## config.mk

```make
export PLATFORM = sky130hd
export DESIGN_NAME = rpp_divide
export DESIGN_NICKNAME = d
export VERILOG_FILES = /design/src/rtl/rpp_pkg.sv /design/src/rtl/rpp_divide.sv
export SDC_FILE = /design/constraint.sdc
export NUM_CORES = 2
export LEC_CHECK = 0
export BUFFER_PORTS_ARGS = -buffer_cell sky130_fd_sc_hd__buf_2
export CAP_MARGIN = 5
export CORE_MARGIN = 3
export CORE_UTILIZATION = 60
export DETAILED_ROUTE_END_ITERATION = 16
export PLACE_DENSITY_LB_ADDON = 0.3
export SLEW_MARGIN = 20
export SYNTH_ARGS = -nofsm -noshare
export SYNTH_HDL_FRONTEND = slang
export SYNTH_SLANG_ARGS = --single-unit
```

## constraint.sdc

```tcl
create_clock -name clk -period 9.7 [get_ports clk]
set_clock_uncertainty 0.2 [all_clocks]
set_input_delay 0.485 -clock clk [delete_from_list [all_inputs] [get_ports clk]]
set_output_delay 0.485 -clock clk [all_outputs]
set_load 0.02 [all_outputs]
```

## src/rtl/rpp_pkg.sv

```systemverilog
// shared widths, types and register codes for the point rotate and project pipeline
package rpp_pkg;

    localparam int COORD_W = 16;
    localparam int TRIG_W  = 16;
    localparam int FRAC    = 14;
    localparam int AX_W    = 19;
    localparam int BY_W    = 22;
    localparam int DEN_W   = 22;
    localparam int NX_W    = 31;
    localparam int NY_W    = 35;
    localparam int MAG_W   = 35;
    localparam int Q_W     = 18;
    localparam int REM_W   = 23;
    localparam int CFG_W   = 16;
    localparam int IDX_W   = 3;

    localparam logic [IDX_W-1:0] REG_COS_YAW   = 3'd0;
    localparam logic [IDX_W-1:0] REG_SIN_YAW   = 3'd1;
    localparam logic [IDX_W-1:0] REG_COS_PITCH = 3'd2;
    localparam logic [IDX_W-1:0] REG_SIN_PITCH = 3'd3;
    localparam logic [IDX_W-1:0] REG_DISTANCE  = 3'd4;
    localparam logic [IDX_W-1:0] REG_FOCAL     = 3'd5;
    localparam logic [IDX_W-1:0] REG_CENTER_X  = 3'd6;
    localparam logic [IDX_W-1:0] REG_CENTER_Y  = 3'd7;

    typedef struct packed {
        logic signed [TRIG_W-1:0] cos_yaw;
        logic signed [TRIG_W-1:0] sin_yaw;
        logic signed [TRIG_W-1:0] cos_pitch;
        logic signed [TRIG_W-1:0] sin_pitch;
    } rot_cfg_t;

    typedef struct packed {
        logic signed [AX_W-1:0] bx;
        logic signed [BY_W-1:0] by;
        logic signed [BY_W-1:0] bz;
    } rot_t;

    typedef struct packed {
        logic far;
        logic behind;
        logic neg_x;
        logic neg_y;
        logic ovf_x;
        logic ovf_y;
    } side_t;

    typedef struct packed {
        side_t          side;
        logic [Q_W-1:0] qx;
        logic [Q_W-1:0] qy;
    } quot_t;

endpackage

```

## src/rtl/rpp_divide.sv

```systemverilog
// perspective numerators, denominator and pipelined restoring division for both axes
module rpp_divide (
    input  logic                             clk,
    input  logic                             rst_n,
    input  logic                             adv,
    input  logic                             in_valid,
    input  rpp_pkg::rot_t                    rot,
    input  logic [15:0]                      distance,
    input  logic [11:0]                      focal,
    output logic                             out_valid,
    output rpp_pkg::quot_t                   out_q
);
    import rpp_pkg::*;

    localparam int STAGES = Q_W + 2;

    logic [STAGES-1:0] v_reg;

    // numerator and denominator stage
    logic signed [22:0]   denom_reg;
    logic signed [NX_W-1:0] nx_reg;
    logic signed [NY_W-1:0] ny_reg;
    logic                 far_reg;

    // division stages, index 0 holds the initial remainder
    logic [DEN_W-1:0] den_reg [0:Q_W];
    logic [REM_W-1:0] remx_reg [0:Q_W];
    logic [REM_W-1:0] remy_reg [0:Q_W];
    logic [Q_W-1:0]   lox_reg [0:Q_W];
    logic [Q_W-1:0]   loy_reg [0:Q_W];
    logic [Q_W-1:0]   qx_reg [0:Q_W];
    logic [Q_W-1:0]   qy_reg [0:Q_W];
    side_t            side_reg [0:Q_W];

    logic signed [35:0] nxw, nyw;
    logic [MAG_W-1:0]   magx, magy;
    logic [DEN_W-1:0]   den0;

    always_comb
    begin
        nxw  = 36'(nx_reg);
        nyw  = 36'(ny_reg);
        magx = MAG_W'(nxw[35] ? -nxw : nxw);
        magy = MAG_W'(nyw[35] ? -nyw : nyw);
        den0 = denom_reg[DEN_W-1:0];
    end

    always_ff @(posedge clk or negedge rst_n)
    begin
        if (!rst_n)
        begin
            v_reg <= '0;
        end
        else if (adv)
        begin
            v_reg <= {v_reg[STAGES-2:0], in_valid};
        end
    end

    always_ff @(posedge clk)
    begin
        if (adv)
        begin
            denom_reg <= $signed({7'b0, distance}) - 23'(rot.bz);
            far_reg   <= rot.bz > 0;
            nx_reg    <= rot.bx * $signed({1'b0, focal});
            ny_reg    <= rot.by * $signed({1'b0, focal});

            den_reg[0]         <= den0;
            remx_reg[0]        <= REM_W'(magx[MAG_W-1:Q_W]);
            remy_reg[0]        <= REM_W'(magy[MAG_W-1:Q_W]);
            lox_reg[0]         <= magx[Q_W-1:0];
            loy_reg[0]         <= magy[Q_W-1:0];
            qx_reg[0]          <= '0;
            qy_reg[0]          <= '0;
            side_reg[0].far    <= far_reg;
            side_reg[0].behind <= denom_reg <= 0;
            side_reg[0].neg_x  <= nxw[35];
            side_reg[0].neg_y  <= nyw[35];
            // quotient too large for the pipeline means the result saturates
            side_reg[0].ovf_x  <= {5'b0, magx} >= {den0, Q_W'(0)};
            side_reg[0].ovf_y  <= {5'b0, magy} >= {den0, Q_W'(0)};
        end
    end

    genvar k;
    generate
        for (k = 1; k <= Q_W; k++)
        begin : g_step
            logic [REM_W:0] tx, ty;
            logic           bitx, bity;
            always_comb
            begin
                tx   = {remx_reg[k-1], lox_reg[k-1][Q_W-1]};
                ty   = {remy_reg[k-1], loy_reg[k-1][Q_W-1]};
                bitx = tx >= (REM_W+1)'(den_reg[k-1]);
                bity = ty >= (REM_W+1)'(den_reg[k-1]);
            end
            always_ff @(posedge clk)
            begin
                if (adv)
                begin
                    den_reg[k]  <= den_reg[k-1];
                    remx_reg[k] <= REM_W'(bitx ? tx - (REM_W+1)'(den_reg[k-1]) : tx);
                    remy_reg[k] <= REM_W'(bity ? ty - (REM_W+1)'(den_reg[k-1]) : ty);
                    lox_reg[k]  <= {lox_reg[k-1][Q_W-2:0], 1'b0};
                    loy_reg[k]  <= {loy_reg[k-1][Q_W-2:0], 1'b0};
                    qx_reg[k]   <= {qx_reg[k-1][Q_W-2:0], bitx};
                    qy_reg[k]   <= {qy_reg[k-1][Q_W-2:0], bity};
                    side_reg[k] <= side_reg[k-1];
                end
            end
        end
    endgenerate

    assign out_valid  = v_reg[STAGES-1];
    assign out_q.side = side_reg[Q_W];
    assign out_q.qx   = qx_reg[Q_W];
    assign out_q.qy   = qy_reg[Q_W];
endmodule
```

* Word level (Yosys, flattened, before mapping)
Memory sizes are Yosys's and may differ from the RTL's. Index checks and enable logic that the tools add are counted.
Word-level totals: bits in latches 0, logic and storage cells 134, memories kept 8, bits in registers 110, input bits 95, output and inout bits 43, RAM bits 2774, bits in read-only memories 0
Memory list:
- remx_reg | words 19, bits a word 23, read ports 18, clocked after memory_dff 0, write ports 19, line rpp_divide.sv:27 | logic [REM_W-1:0] remx_reg [0:Q_W];
- remy_reg | words 19, bits a word 23, read ports 18, clocked after memory_dff 0, write ports 19, line rpp_divide.sv:28 | logic [REM_W-1:0] remy_reg [0:Q_W];
- den_reg | words 19, bits a word 22, read ports 18, clocked after memory_dff 0, write ports 19, line rpp_divide.sv:26 | logic [DEN_W-1:0] den_reg [0:Q_W];
- lox_reg | words 19, bits a word 18, read ports 18, clocked after memory_dff 0, write ports 19, line rpp_divide.sv:29 | logic [Q_W-1:0] lox_reg [0:Q_W];
- loy_reg | words 19, bits a word 18, read ports 18, clocked after memory_dff 0, write ports 19, line rpp_divide.sv:30 | logic [Q_W-1:0] loy_reg [0:Q_W];
- qx_reg | words 19, bits a word 18, read ports 19, clocked after memory_dff 0, write ports 19, line rpp_divide.sv:31 | logic [Q_W-1:0] qx_reg [0:Q_W];
- +2 memories
Operators by class: divide/modulo/power cells 0, $add $sub $neg 39, $lt $le $gt $ge 40, mux-type cells 40, equal/unequal tests 0, bitwise logic cells 0, shift operators 0, multiply operators 2, reductions and logical operators 0
Operators with widths (number):
- 24-bit by 22-bit greater-or-equal comparator with 1-bit output | 36
- 23-bit 2-to-1 mux | 36
- 23-bit by 22-bit subtractor with 23-bit output | 36
- 35-bit by 40-bit greater-or-equal comparator with 1-bit output | 2
- 35-bit 2-to-1 mux | 2
- 22-bit by 13-bit multiplier with 35-bit output | 1
- 31-bit negator with 35-bit output | 1
- 35-bit negator | 1
- 19-bit by 13-bit multiplier with 31-bit output | 1
- 23-bit by 1-bit less-or-equal comparator with 1-bit output (second input constant) | 1
- 17-bit by 22-bit subtractor with 23-bit output | 1
- 22-bit by 1-bit greater-than comparator with 1-bit output (second input constant) | 1
- 1-bit 2-to-1 mux | 2

* Longest topological paths before layout
depth in word-level cells 3, mapped depth 23, mapped depth without buffers 22

* Worst setup path before layout
Ideal clock, no wire load.
path kind input to register, start point input rot[43] (netlist name), end point register ny_reg[32], data pin, arrival time 5715 ps, stages on the path 21, setup time 258 ps, path slack 3526 ps, buffers on the path 1, required time 9242 ps, path through clkbuf_1 and2_1 fa_1 inv_1 fa_1 inv_1 fa_1 fa_1 inv_1 fa_1 inv_1 ha_1 o21a_1 o21a_1 a221o_1 nor3_1 o31ai_1 a31oi_1 o21bai_1 a21oi_1 xnor2_1
On the way: word-level cells in the longest chain between the ends 1
Ends and longest elaborated chain:
- start, declared | line rpp_divide.sv:7 | input rpp_pkg::rot_t rot,
- 22-bit by 13-bit multiplier with 35-bit output | line rpp_divide.sv:67 | ny_reg <= rot.by * $signed({1'b0, focal});
- end signal, assigned | line rpp_divide.sv:67
- end, declared | line rpp_divide.sv:22 | logic signed [NY_W-1:0] ny_reg;
Every way passes these cells. A chain may end at the register's enable or synchronous reset.

==> reports/results.ini <==
[outcome]
status=finished, final reports clean

[placement]
gp_congestion=0.940
placed_area_um2=133000
port-buffer-count=137
dp_slack_ns=2.66
hpwl_um=244000

[clocking]
clk_transition_reported_paths_ns=0.06
cts_tree=built
post_cts_resize_count=0
insertion_delay_ns=0.88
cts_inserted_buffers=212
max-clock-path-buffers=3
root_buffer=clkbuf_16
cts_sinks=2120
htree_levels=4

[critical_path]
r2r_setup_slack_ns=3.17
endpoint=side_reg[0][0]$_DFFE_PP_
timing.rr.end=side_reg[0][0]$_DFFE_PP_
worstPathRequired_ns=10.21
cp_data_arrival_time_ns=7.04
endpoint_kind=flop
cp-start-kind=flop
startpoint=ny_reg[0]$_DFFE_PP_
rr_worst_depth=17
path_max_fanout=5
r2r-start=ny_reg[0]$_DFFE_PP_
worst-setup-path-type=reg -> reg

[route]
dr.first_iter.drc_count=6843
viasPerCell=5.90
vias=86228
drt_pass1_iterations=6
ant_nets=0
drcViolationCount=0
wl_um=315000
wl_per_cell_um=21.6

[final_layout]
design_area_um2=141000
nets=13155
drive_gt1_share_pct=7.08
area_delta_synth_final_pct=9.14
utilization_pct=66.1

[job]
drv_cap=0

[synth]
synth-seq-area-share_pct=49.2
synth-seq-cells=2120
synth_commonest_cells=2100 x edfxtp_1, 1275 x inv_1, 986 x ha_1
yosysUniqueCellTypes=97
synth.most_common_cell=edfxtp_1
synth.avg_cell_area_um2=11.3
synth_area_leader_cell=edfxtp_1
yosys_warnings=0
synth_edf_count=2100
post-synth-top-area-fraction_pct=48.8
synth_ff_type=edfxtp_1
syn-cell-area_um2=129000
synth.area.top_cells=edfxtp_1 49%, ha_1 9.6%, fa_1 7.4%, inv_1 3.7%, xnor2_1 3.1%
syn_inst=11382
async_flop_share_pct=0.943

[sta]
hold_viol_final=0
finalSetupViolCount=0
slew_headroom_pct=25.6
fin_crit_ns=6.53
fmax_mhz=153
whs_ns=0.0731
fin_crit_sh_pct=67.3
tightest_slew_ns=1.12
grt_setup_unrepaired=false
finalSetupTns_ns=0
report.final.slew_viol_count=0
setup_ws_ns=3.17

[die]
core-area_um2=213000
initial_core_util_pct=60.6
die_h_um=470
io_pins=138
die_w_um=470
row_count=169
die-area_um2=221000

[hold_path]
worst_hold_path.num_cells=4
hold_path_class=in -> reg

[power_and_ir_drop]
ir_worst_vdd_mv=0.272
leakagePower_nw=58.1
power.density_nw_per_um2=354

[grt]
grt_use_total_pct=28.2
grt_pass1_wl_um=486000
grt_antenna_before_repair=17
grt_pass1_vias=85602
grt_max_degree=195
grt_overflow=0

[what timing repair did]
item                                   4_1_cts  5_1_grt
setup endpoints to repair                    0        0
setup buffers                                0        0
endpoints found under the hold margin      107        0
hold buffers                                59        0
[cell usage in the layout (no fill, tap or decap), types with 76 or more instances in the layout]
cell       count
o21ai_0      698
a211oi_1      76
a21o_1       328
xnor2_1      461
o21a_1       109
ha_1         986
inv_1       1275
fa_1         478
nor3_1       156
nand4_1      104
and2_1       273
a21oi_1      788
clkbuf_16    212
nand3_1      139
nand2_1      960
edfxtp_1    2100
or3_1         81
nor2_1       564
mux2_2       195
buf_2        136
xor2_1       281
nor2b_1      125
nand2b_1     146
[how the worst min path moves through the flow]
stage                                    from  slack (ns)                        end
finish                            distance[1]        0.07     denom_reg[2]$_DFFE_PP_
global route                      distance[1]        0.08     denom_reg[2]$_DFFE_PP_
CTS                               distance[1]       0.007     denom_reg[2]$_DFFE_PP_
detailed placement  lox_reg[10][12]$_DFFE_PP_        0.20  lox_reg[11][13]$_DFFE_PP_
global placement      qy_reg[16][4]$_DFFE_PP_        0.20    qy_reg[17][5]$_DFFE_PP_
floorplan                               rst_n       -0.01       v_reg[0]$_DFFE_PN0P_
[cells by family (layout without fill, tap and decap cells)]
group           Yosys count  in the layout  synth area share, %
xor+xnor                742            742                 5.03
buf+inv                1533           1917                 4.48
flops                  2120           2120                 49.2
other cells               1             19              0.00290
fa+ha+maj              1464           1464                 17.0
simple gates           2761           2761                 10.3
compound gates         2530           2530                 12.0
mux                     231            231                 1.98
[power by group]
part | internal (W) | switching, W
combinational | 0.0105 | 0.0148
clock | 0.00477 | 0.00363
sequential | 0.0143 | 0.00189
[cell type report]
class / instances / area, µm²
Antenna cell: 11 / 27.5
Clock buffer: 238 / 5440
Clock inverter: 153 / 1840
Fill cell: 15986 / 72200
Inverter: 1280 / 4800
Multi-Input combinational cell: 7736 / 59900
Sequential cell: 2120 / 63600
Tap cell: 2821 / 3530
Timing Repair Buffer: 246 / 1790
[stage by stage]
step	total power (W)	std cells
finish	0.0499	14605
global route	0.0535	14598
CTS	0.0500	14593
detailed placement	0.0413	14143
global placement	0.0407	14143
floorplan	0.0340	11389
[worst max-delay path: stages, from the launching register on]
cell and delay [ns]:
edfxtp_1 0.42, inv_1 0.14, ha_1 0.20, nor3b_1 0.32, nand2_2 0.15, or4_4 0.54, or4_4 0.58, o31ai_1 0.27
xnor2_1 0.16, ha_1 0.32, nand4_1 0.36, or4_1 0.61, nor4_1 0.35, nor4bb_1 0.93, a31oi_1 0.36, o21ai_1 0.23
a21oi_1 0.09, nor3_1 0.18
[per-layer routing]
metal / global-route usage, % / share of wire (%)
met1: 36.2 / 41
met2: 47.8 / 49
met3: 3.54 / 4.9
met4: 13.7 / 5.4
met5: 0 / 0.030
Note: power is estimated with default switching activity, not from simulation.
